===== src/rtl/pafifo_pkg.sv =====
// pafifo_pkg: shared types and constants of the primed audio playout FIFO.
// No dependencies; imported by pafifo_ctrl and primed_audio_playout_fifo_unit.
package pafifo_pkg;

	localparam int SAMPLE_W = 16;
	localparam int LEVEL_W  = 13;
	localparam int CNT_W    = 32;

	localparam logic [LEVEL_W-1:0] PRIME_RESET = LEVEL_W'(5760);

	typedef enum logic [1:0] {
		OP_PUSH    = 2'd0,
		OP_POP     = 2'd1,
		OP_FLUSH   = 2'd2,
		OP_RESTART = 2'd3
	} op_t;

	typedef struct packed {
		logic               sample_valid;
		logic               underrun_now;
		logic               dropped_now;
		logic               is_primed;
		logic [LEVEL_W-1:0] fill_level;
		logic [CNT_W-1:0]   underrun_total;
		logic [CNT_W-1:0]   dropped_total;
	} res_t;

endpackage


===== src/rtl/pafifo_ctrl.sv =====
// pafifo_ctrl: ring pointers, primed mark, counters and threshold register.
// Depends on pafifo_pkg; drives the sample store ports and the result beat.
module pafifo_ctrl #(
	parameter int DEPTH = 8192,
	parameter int PW    = 14,
	parameter int AW    = 13
) (
	input  logic                               clk,
	input  logic                               arst_n,
	input  logic                               cfg_wr_en,
	input  logic [pafifo_pkg::LEVEL_W-1:0]     cfg_wr_data,
	input  logic                               accept,
	input  logic [1:0]                         op,
	output logic                               mem_wr_en,
	output logic [AW-1:0]                      mem_wr_addr,
	output logic                               mem_rd_en,
	output logic [AW-1:0]                      mem_rd_addr,
	output pafifo_pkg::res_t                   res
);
	import pafifo_pkg::*;

	localparam int XW = (PW > LEVEL_W) ? PW : LEVEL_W;
	localparam logic [PW:0]   TWO_D    = (PW+1)'(2 * DEPTH);
	localparam logic [PW-1:0] PTR_LAST = PW'(2 * DEPTH - 1);
	localparam logic [PW-1:0] D_PTR    = PW'(DEPTH);
	localparam logic [PW-1:0] FULL_LVL = PW'(DEPTH - 1);

	logic [PW-1:0]      rd_ptr_q, wr_ptr_q;
	logic               primed_q;
	logic [CNT_W-1:0]   und_cnt_q, drp_cnt_q;
	logic [LEVEL_W-1:0] thr_q;

	logic [PW:0]        fill_wide;
	logic [PW-1:0]      fill, fill_nxt;
	logic [XW-1:0]      fill_x, thr_x;
	logic               full, empty, primed_eff;
	logic               do_push, do_read, do_drop, do_und;
	logic [PW-1:0]      rd_ptr_nxt, wr_ptr_nxt;
	logic               primed_nxt;
	logic [CNT_W-1:0]   und_cnt_nxt, drp_cnt_nxt;
	op_t                op_c;

	function automatic logic [PW-1:0] ptr_inc(input logic [PW-1:0] p);
		return (p == PTR_LAST) ? '0 : p + PW'(1);
	endfunction

	function automatic logic [AW-1:0] ptr_slot(input logic [PW-1:0] p);
		logic [PW-1:0] s;
		s = (p >= D_PTR) ? p - D_PTR : p;
		return s[AW-1:0];
	endfunction

	assign op_c = op_t'(op);

	always_comb begin
		fill_wide = {1'b0, wr_ptr_q} - {1'b0, rd_ptr_q};
		if (wr_ptr_q < rd_ptr_q) begin
			fill_wide = fill_wide + TWO_D;
		end
		fill  = fill_wide[PW-1:0];
		full  = (fill >= FULL_LVL);
		empty = (fill == '0);
		thr_x = XW'(thr_q);
		fill_x = XW'(fill);
		primed_eff = primed_q | (fill_x >= thr_x);
	end

	always_comb begin
		do_push     = 1'b0;
		do_drop     = 1'b0;
		do_read     = 1'b0;
		do_und      = 1'b0;
		rd_ptr_nxt  = rd_ptr_q;
		wr_ptr_nxt  = wr_ptr_q;
		primed_nxt  = primed_q;
		und_cnt_nxt = und_cnt_q;
		drp_cnt_nxt = drp_cnt_q;
		fill_nxt    = fill;
		unique case (op_c)
			OP_PUSH: begin
				if (full) begin
					do_drop     = 1'b1;
					drp_cnt_nxt = drp_cnt_q + CNT_W'(1);
				end else begin
					do_push    = 1'b1;
					wr_ptr_nxt = ptr_inc(wr_ptr_q);
					fill_nxt   = fill + PW'(1);
				end
			end
			OP_POP: begin
				primed_nxt = primed_eff;
				if (primed_eff) begin
					if (empty) begin
						do_und      = 1'b1;
						primed_nxt  = 1'b0;
						und_cnt_nxt = und_cnt_q + CNT_W'(1);
					end else begin
						do_read    = 1'b1;
						rd_ptr_nxt = ptr_inc(rd_ptr_q);
						fill_nxt   = fill - PW'(1);
					end
				end
			end
			OP_FLUSH: begin
				rd_ptr_nxt = wr_ptr_q;
				primed_nxt = 1'b0;
				fill_nxt   = '0;
			end
			OP_RESTART: begin
				rd_ptr_nxt  = '0;
				wr_ptr_nxt  = '0;
				primed_nxt  = 1'b0;
				und_cnt_nxt = '0;
				drp_cnt_nxt = '0;
				fill_nxt    = '0;
			end
			default: begin
			end
		endcase
	end

	always_ff @(posedge clk or negedge arst_n) begin
		if (!arst_n) begin
			rd_ptr_q  <= '0;
			wr_ptr_q  <= '0;
			primed_q  <= 1'b0;
			und_cnt_q <= '0;
			drp_cnt_q <= '0;
		end else if (accept) begin
			rd_ptr_q  <= rd_ptr_nxt;
			wr_ptr_q  <= wr_ptr_nxt;
			primed_q  <= primed_nxt;
			und_cnt_q <= und_cnt_nxt;
			drp_cnt_q <= drp_cnt_nxt;
		end
	end

	always_ff @(posedge clk or negedge arst_n) begin
		if (!arst_n) begin
			thr_q <= PRIME_RESET;
		end else if (cfg_wr_en) begin
			thr_q <= cfg_wr_data;
		end
	end

	logic [XW-1:0] fill_nxt_x;

	always_comb begin
		fill_nxt_x         = XW'(fill_nxt);
		res.sample_valid   = do_read;
		res.underrun_now   = do_und;
		res.dropped_now    = do_drop;
		res.is_primed      = primed_nxt;
		res.fill_level     = fill_nxt_x[LEVEL_W-1:0];
		res.underrun_total = und_cnt_nxt;
		res.dropped_total  = drp_cnt_nxt;
	end

	assign mem_wr_en   = accept & do_push;
	assign mem_wr_addr = ptr_slot(wr_ptr_q);
	assign mem_rd_en   = accept & do_read;
	assign mem_rd_addr = ptr_slot(rd_ptr_q);

endmodule


===== config.mk =====
export PLATFORM = sky130hd
export DESIGN_NAME = pafifo_ctrl
export DESIGN_NICKNAME = d
export VERILOG_FILES = /design/src/rtl/pafifo_pkg.sv /design/src/rtl/pafifo_ctrl.sv
export SDC_FILE = /design/constraint.sdc
export NUM_CORES = 1
export LEC_CHECK = 0
export BUFFER_PORTS_ARGS = -buffer_cell sky130_fd_sc_hd__buf_2
export CAP_MARGIN = 20
export CORE_ASPECT_RATIO = 0.5
export CORE_MARGIN = 3
export CORE_UTILIZATION = 44
export CTS_BUF_LIST = sky130_fd_sc_hd__clkbuf_8
export DETAILED_ROUTE_END_ITERATION = 8
export PLACE_DENSITY = 0.67
export SYNTH_ARGS = -nofsm -noshare
export SYNTH_HDL_FRONTEND = slang
export SYNTH_SLANG_ARGS = --single-unit

===== constraint.sdc =====
create_clock -name clk -period 6.1 [get_ports clk]
set_input_delay 0.305 -clock clk [delete_from_list [all_inputs] [get_ports clk]]
set_output_delay 0.305 -clock clk [all_outputs]
set_load 0.02 [all_outputs]

==> results of run 1 <==
## state kept, by name, summed over array words and instances, names as in the netlist
signal,count
drp_cnt_q,32
thr_q,13
primed_q,1
rd_ptr_q,14
wr_ptr_q,14
und_cnt_q,32
## power groups by stage
stage | clock network [mW] | registers [mW] | logic, mW
floorplan | 0 | 0.859 | 2.05
global placement | 0 | 0.913 | 2.68
detailed placement | 0 | 0.919 | 2.72
CTS | 0.506 | 0.905 | 2.73
global route | 0.530 | 0.925 | 3.02
finish | 0.491 | 0.912 | 2.77
## worst paths after layout
check | to | slack [ns]
worst max-delay path | res[51] | 0.42
worst min-delay path | thr_q[3] | 0.09
worst max register to register | rd_ptr_q[0] | 1.07
worst min register to register | thr_q[10] | 0.54
max in group asynchronous | und_cnt_q[8] | 4.39
min in group asynchronous | drp_cnt_q[23] | 0.49
## logic make-up (layout without fill, tap and decap cells)
family	count (synthesis)	after routing	synth area share, %
compound gates	325	325	24.1
xor+xnor	53	53	4.79
fa+ha+maj	37	37	4.85
buf+inv	170	219	7.84
flops	106	106	27.4
mux	8	8	0.864
simple gates	561	561	30.1
## cells in the final DEF (no fill, tap or decap), types with 10 or more instances in the layout
| cell | instances |
|---|---|
| o211ai_1 | 28 |
| and3_1 | 38 |
| xnor2_1 | 40 |
| nor3_1 | 45 |
| inv_1 | 58 |
| a21o_1 | 13 |
| nand2b_1 | 17 |
| nor2_1 | 124 |
| or4_1 | 10 |
| nand4_1 | 31 |
| clkbuf_8 | 10 |
| o21ai_0 | 75 |
| nand3_1 | 64 |
| nor4_1 | 15 |
| xor2_1 | 12 |
| o22ai_1 | 12 |
| a22o_1 | 22 |
| ha_1 | 35 |
| or3_1 | 12 |
| a21oi_1 | 40 |
| a31oi_1 | 13 |
| buf_4 | 17 |
| a211o_1 | 13 |
| and2_1 | 15 |
| dfrtp_1 | 102 |
| o311ai_1 | 13 |
| buf_2 | 126 |
| and4_1 | 13 |
| nand2_1 | 130 |
| a32oi_1 | 10 |
## per-layer routing
layer	up-vias	track usage (%)
li1	4719	-
met2	455	39.3
met3	52	6.11
met1	4884	35.1
met5	-	0
met4	0	6.51
## repair_timing
item | 4_1_cts | 5_1_grt
resized for setup | 0 | 2
endpoints found under the setup margin | 0 | 13
hold buffers | 1 | 0
hold endpoints to repair | 51 | 0
## final cells by class
cell class | count | area [um^2] | share of cell area (%)
multi-input combinational | 984 | 6300 | 59.9
sequential | 106 | 2660 | 25.3
timing repair buffer | 144 | 768 | 7.30
tap | 292 | 365 | 3.47
inverter | 59 | 221 | 2.10
clock buffer | 10 | 138 | 1.31
clock inverter | 6 | 73.8 | 0.702
## tightest hold or removal path: cells and delay by family
family          cells  cell delay [ns]
buf+inv             1             0.07
compound gates      1             0.06
simple gates        1             0.04
## through the flow
stage	cells	hold WS [ns]	area, um^2	power [mW]	setup WS (ns)
global route	1601	0.0733	10500	4.48	0.0538
floorplan	1260	0.00941	9700	2.91	0.971
global placement	1584	0.449	10300	3.60	0.791
CTS	1601	0.0617	10500	4.14	0.251
finish	1601	0.0850	10500	4.18	0.423
detailed placement	1584	0.448	10300	3.63	0.730
==> key figures, run 1 <==
Yosys
  – FF+latch count, synth: 106
  – Post-synth top flop: dfrtp_1
  – Synth top area cells: dfrtp_1 26%, nand2_1 5.0%, nor2_1 4.8%
  – Post-synth EDFFs: 0
  – Count leader, synth: nand2_1
  – Synth top area share: between 20% and 30%
  – Mapped Avg Cell Area: roughly 7.7 um^2
  – FFs w/ async S/R, synth: 100%
  – Ys Warns: 0
  – Commonest cells post-synth: 130 x nand2_1, 125 x nor2_1, 102 x dfrtp_1
  – Seq/Total Area, Yosys: 27.4%
  – Mapped Area: ~0.0097 mm^2
  – Gate Count Post-Synth: roughly 1,300
  – Dominant cell type by area after synthesis: dfrtp_1
  – Synthesized Nets: ~1,300
  – Post-synth cell types: 82

Finish
  – Filler instances: slightly above 2,000
  – ANT cells: 0
  – Finished Core Util: 49.9%
  – Layout cells sized above 1: 16.0%
  – Layout Nets: between 1,000 and 1,500
  – Area growth from synthesis to layout: 8.47%

Critical path
  – Startpoint types: register
  – Worst r2r src: wr_ptr_q[0]
  – Critical path arrival: 5.37 ns
  – Worst Path Required: 5.79 ns
  – WP buf/inv: 3
  – Worst R2R Path Depth: 17
  – Crit-path max cell delay: between 0.5 and 0.6 ns
  – Worst setup EP type: output pin
  – Crit path from: wr_ptr_q[0]
  – Critical path class: register to output pin
  – Max Fanout on Critical Path: 8
  – Crit path depth: 17
  – Crit-path cells: inv_1 > ha_1 > fa_1 > nand2b_1 > a21oi_2 > o311ai_0 > nand2_1 > inv_1 > ha_1 > nand2_1 > o311ai_1 > o211a_1 > o21ai_0 > nor3_2 > or4b_1 > o211ai_1 > buf_2
  – Slowest stage cell, crit path: nor3_2
  – CP delay by family, top: compound AO/OA/AOI/OAI gates

Clock network
  – Clk sinks: ~110
  – Clock Pin Slew Worst Setup and Hold Paths: approximately 0.11 ns
  – Worst-skew pair later-pin latency: between 0.4 and 0.5 ns
  – Setup Fix Bufs, Post-CTS: 0
  – Clk buf depth: 2
  – H-tree levels: 3
  – Clock root cell: clkbuf_8
  – CTS tree: built
  – Total CTS buffers: 9

Power
  – Cell Int Power: 1.92 mW
  – Comb power frac: around two thirds
  – Switching power: roughly 2.3 mW
  – Max rail drop VDD: roughly 0.25 mV
  – Leakage power: around 4.6 nW
  – Cell Pwr Density: approximately 400 mW/mm^2
  – Reg power frac: 21.8%
  – Sw Ratio: a little over half
  – Clk pwr share: a little under an eighth

Timing
  – Max-slew violations: 0
  – Min Tclk post-route: around 5.7 ns
  – Setup tns final: 0 ns
  – Fmax: ~180 MHz
  – Worst slew margin: 27.7%
  – Final clock skew: roughly 0.014 ns
  – RSZ-0062 raised after global routing: false
  – Fin. Hold Viols: 0
  – Final worst path period share: approximately 93%
  – Final setup vio count: 0
  – Worst-margin pin slew: roughly 1.1 ns

Drt
  – Router iterations before antenna repair: 6
  – Metal2 WL: roughly 14,000 um
  – DR top layer: met4
  – M1 WL: between 10,000 and 15,000 um
  – 1st-iter DRT viols: approximately 900
  – Final antenna-violating net count: 0
  – Total wire length: just over 30,000 um
  – Drt drc: 0
  – DR vias: 10,100
  – Vias per inst: 6.31
  – Routed wire per std cell: about 20 um
  – Metal3 WL: 2720 um

Floorplan
  – Cell Rows: 37
  – I/O pin cnt: 128
  – Core area: about 0.021 mm^2
  – Starting density of the core: between 40 and 50%
  – DIE AREA: 0.0240 mm^2
  – Die X-Extent: 216 um
  – Die height: ~110 um

Place
  – Post-DP HPWL: roughly 22,000 um
  – # port buffers: 127
  – Routability cong.: roughly 0.9

Run
  – Max Cap Viol: 0

Min path
  – Hold_sp: cfg_wr_data[3]
  – HP Class: input port to register
  – Worst hold stages: 3

Outcome
  – Status: completed

Global route
  – Vias in the first global route: about 9,400
  – Overflow after GRT: 0
  – Initial antenna violation count: 0
  – GRT Total Usage: 25.2%
  – Largest net degree at the start of global routing: just over 70
  – Global-route wire length before repair: 49,600 um
Note: power is estimated with default switching activity, not from simulation.
==> inputs of run 2 (changes only) <==
Settings changed: REMOVE_ABC_BUFFERS from default to 1.
Clock period 6.1 ns to 6.4 ns, I/O delays scaled along.
==> run 2 against run 1 <==
Against the previous run: die area unchanged; global-route usage decreased by 0.35 points; utilization decreased by 0.15 points; via count decreased by 1.3%; register-to-register slack improved by 0.20 ns; design area decreased by 0.30%; worst hold slack improved by 0.013 ns; non-clock buffer count decreased by 1; routed wire length decreased by 2.7%; first-iteration DRC count increased by 18%.
==> key figures, run 2 (synthesis results as in run 1) <==
Outcome
  – Status: completed (unchanged)

Power
  – Total power: 3.91 mW (was 4.18 mW)
  – Max rail drop VDD: 0.193 mV (was 0.252 mV)
  – Leakage power: 4.59 nW (was 4.61 nW)
  – Cell Pwr Density: 373 mW/mm^2 (was 397 mW/mm^2)

Critical path
  – Worst R2R Path Depth: 17 (unchanged)
  – Startpoint types: register (unchanged)
  – CP most frequent cell: ha_1
  – Worst setup EP type: output pin (unchanged)
  – Critical path arrival: 5.60 ns (was 5.37 ns)
  – R2r setup slk: 1.27 ns (was 1.07 ns)
  – Worst r2r src: wr_ptr_q[0] (unchanged)
  – Slowest stage cell, crit path: or2_1 (was nor3_2)
  – Crit-path cells: inv_1 > ha_1 > fa_1 > nand2b_1 > a21oi_1 > xor2_1 > ha_1 > a211o_1 > o2111ai_1 > o311ai_1 > a31o_2 > o21ai_0 > or2_1 > nand2_1 > a31oi_1 > buf_2 (was inv_1 > ha_1 > fa_1 > nand2b_1 > a21oi_2 > o311ai_0 > nand2_1 > inv_1 > ha_1 > nand2_1 > o311ai_1 > o211a_1 > o21ai_0 > nor3_2 > or4b_1 > o211ai_1 > buf_2)
  – Max Fanout on Critical Path: 17 (was 8)
  – Worst Path Required: 6.08 ns (was 5.79 ns)
  – Reg2reg end: rd_ptr_q[0] (unchanged)
  – Crit-path max cell delay: 0.64 ns (was 0.57 ns)
  – Critical path class: register to output pin (unchanged)

Global route
  – GRT Total Usage: 24.9% (was 25.2%)
  – Global-route wire length before repair: 49,600 um (about the same)
  – Initial antenna violation count: 0 (unchanged)
  – Overflow after GRT: 0 (unchanged)
  – Vias in the first global route: 9,433 (was 9,395)
  – Largest net degree at the start of global routing: 80 (was 72)

Drt
  – Drt drc: 0 (unchanged)
  – Routed wire per std cell: 18.9 um (was 19.4 um)
  – Final antenna-violating net count: 0 (unchanged)
  – M1 WL: 14,100 um (was 13,900 um)
  – Vias per inst: 6.23 (was 6.31)
  – DR vias: 9,974 (was 10,100)
  – Metal2 WL: 13,800 um (was 13,900 um)
  – Metal3 WL: 2020 um (was 2720 um)
  – DR top layer: met4 (unchanged)
  – Router iterations before antenna repair: 6 (unchanged)
  – Total wire length: 30,300 um (was 31,100 um)
  – 1st-iter DRT viols: 1,060 (was 898)

Finish
  – Layout Nets: 1,359 (was 1,360)
  – Layout cells sized above 1: 15.9% (was 16.0%)
  – Final Non-Filler Cells: 1,600 (was 1,601)
  – Commonest non-fill, non-tap cell in the layout: nand2_1 (unchanged)
  – Most frequent cells in the layout: 130 x nand2_1, 126 x buf_2, 124 x nor2_1 (unchanged)
  – Finished Core Util: 49.8% (was 49.9%)
  – Design area: 0.0105 mm^2 (about the same)
  – ANT cells: 0 (unchanged)
  – Largest regs: drp_cnt_q x32, und_cnt_q x32 (unchanged)
  – Filler instances: 2,094 (was 2,061)
  – Area growth from synthesis to layout: 8.15% (was 8.47%)

Place
  – Cell area after placement: 0.0103 mm^2 (about the same)
  – Post-DP HPWL: 21,600 um (was 22,300 um)
  – Pre-CTS WS: 0.953 ns (was 0.730 ns)
  – DP Cell Count: 1,583 (was 1,584)
  – # port buffers: 127 (unchanged)
  – Routability cong.: 0.928 (was 0.893)

Min path
  – HP Class: input port to register (unchanged)
  – Worst hold stages: 3 (unchanged)
  – End of the worst hold path: thr_q[8] (was thr_q[3])
  – Hold_sp: cfg_wr_data[8] (was cfg_wr_data[3])

Floorplan
  – I/O pin cnt: 128 (unchanged)
  – Die height: 111 um (unchanged)
  – Die X-Extent: 216 um (unchanged)
  – Starting density of the core: 46.0% (unchanged)
  – Cell Rows: 37 (unchanged)
  – Core area: 0.0211 mm^2 (unchanged)
  – DIE AREA: 0.0240 mm^2 (unchanged)

Timing
  – Min Hold Slack: 0.0977 ns (was 0.0850 ns)
  – Worst slew margin: 24.1% (was 27.7%)
  – Final clock skew: 0.0108 ns (was 0.0136 ns)
  – Fmax: roughly 170 MHz
  – Max-slew violations: 0 (unchanged)
  – Final setup vio count: 0 (unchanged)
  – Worst-margin pin slew: 1.13 ns (was 1.08 ns)
  – Final worst path period share: 92.5%
  – RSZ-0062 raised after global routing: false (unchanged)
  – Fin. Hold Viols: 0 (unchanged)
  – Setup tns final: 0 ns (unchanged)
  – Min Tclk post-route: 5.92 ns
  – Final worst slack: 0.478 ns (was 0.423 ns)

Clock network
  – Worst-skew pair later-pin latency: 0.42 ns (about the same)
  – Clock root cell: clkbuf_8 (unchanged)
  – H-tree levels: 3 (unchanged)
  – CTS tree: built (unchanged)
  – Clk sinks: 106 (unchanged)
  – Total CTS buffers: 9 (unchanged)
  – Setup Fix Bufs, Post-CTS: 0 (unchanged)
  – Clock Pin Slew Worst Setup and Hold Paths: 0.11 ns (about the same)
  – Clk buf depth: 2 (unchanged)

Run
  – Max Cap Viol: 0 (unchanged)
-- run 2: cell type report --
type                    instances  area (um^2)  area share, %
inverters                      59          221           2.11
clock inverters                 5         43.8          0.417
flip-flops and latches        106         2660           25.3
clock buffers                  11          151           1.44
repair buffers                143          761           7.25
multi-input cells             984         6290           60.0
well taps                     292          365           3.48
-- run 2: worst max-delay path, delay by kind of cell (launching register included) --
family          cells  cell delay, ns
simple gates        3            0.98
flops               1            0.49
xor+xnor            1            0.58
fa+ha+maj           3            1.01
buf+inv             2            0.29
compound gates      7            1.83
-- run 2: repair_timing --
| item | in CTS | in global routing |
|---|---|---|
| endpoints found under the setup margin | 0 | 2 |
| endpoints found under the hold margin | 47 | 0 |
| hold buffers | 1 | 0 |
| resized for setup | 0 | 1 |
-- run 2: power by group --
part,internal (mW),total (mW),switching (mW),leakage [nW]
clock,0.168,0.450,0.281,0.0941
combinational,0.878,2.59,1.72,3.08
sequential,0.746,0.869,0.123,1.42
total,1.79,3.91,2.12,4.59
-- run 2: worst max path at each step --
stage / from / to / cells past startpoint
floorplan: rd_ptr_q[6] / res[66] / 15
global placement: wr_ptr_q[0] / res[40] / 17
detailed placement: wr_ptr_q[0] / res[33] / 16
CTS: wr_ptr_q[0] / res[33] / 16
global route: wr_ptr_q[0] / res[33] / 16
finish: wr_ptr_q[0] / res[33] / 16
-- run 2: layer usage --
| metal | track usage, % | vias up |
|---|---|---|
| li1 | - | 4726 |
| met1 | 35.0 | 4846 |
| met2 | 39.9 | 375 |
| met3 | 4.68 | 27 |
| met4 | 5.20 | 0 |
| met5 | 0 | - |
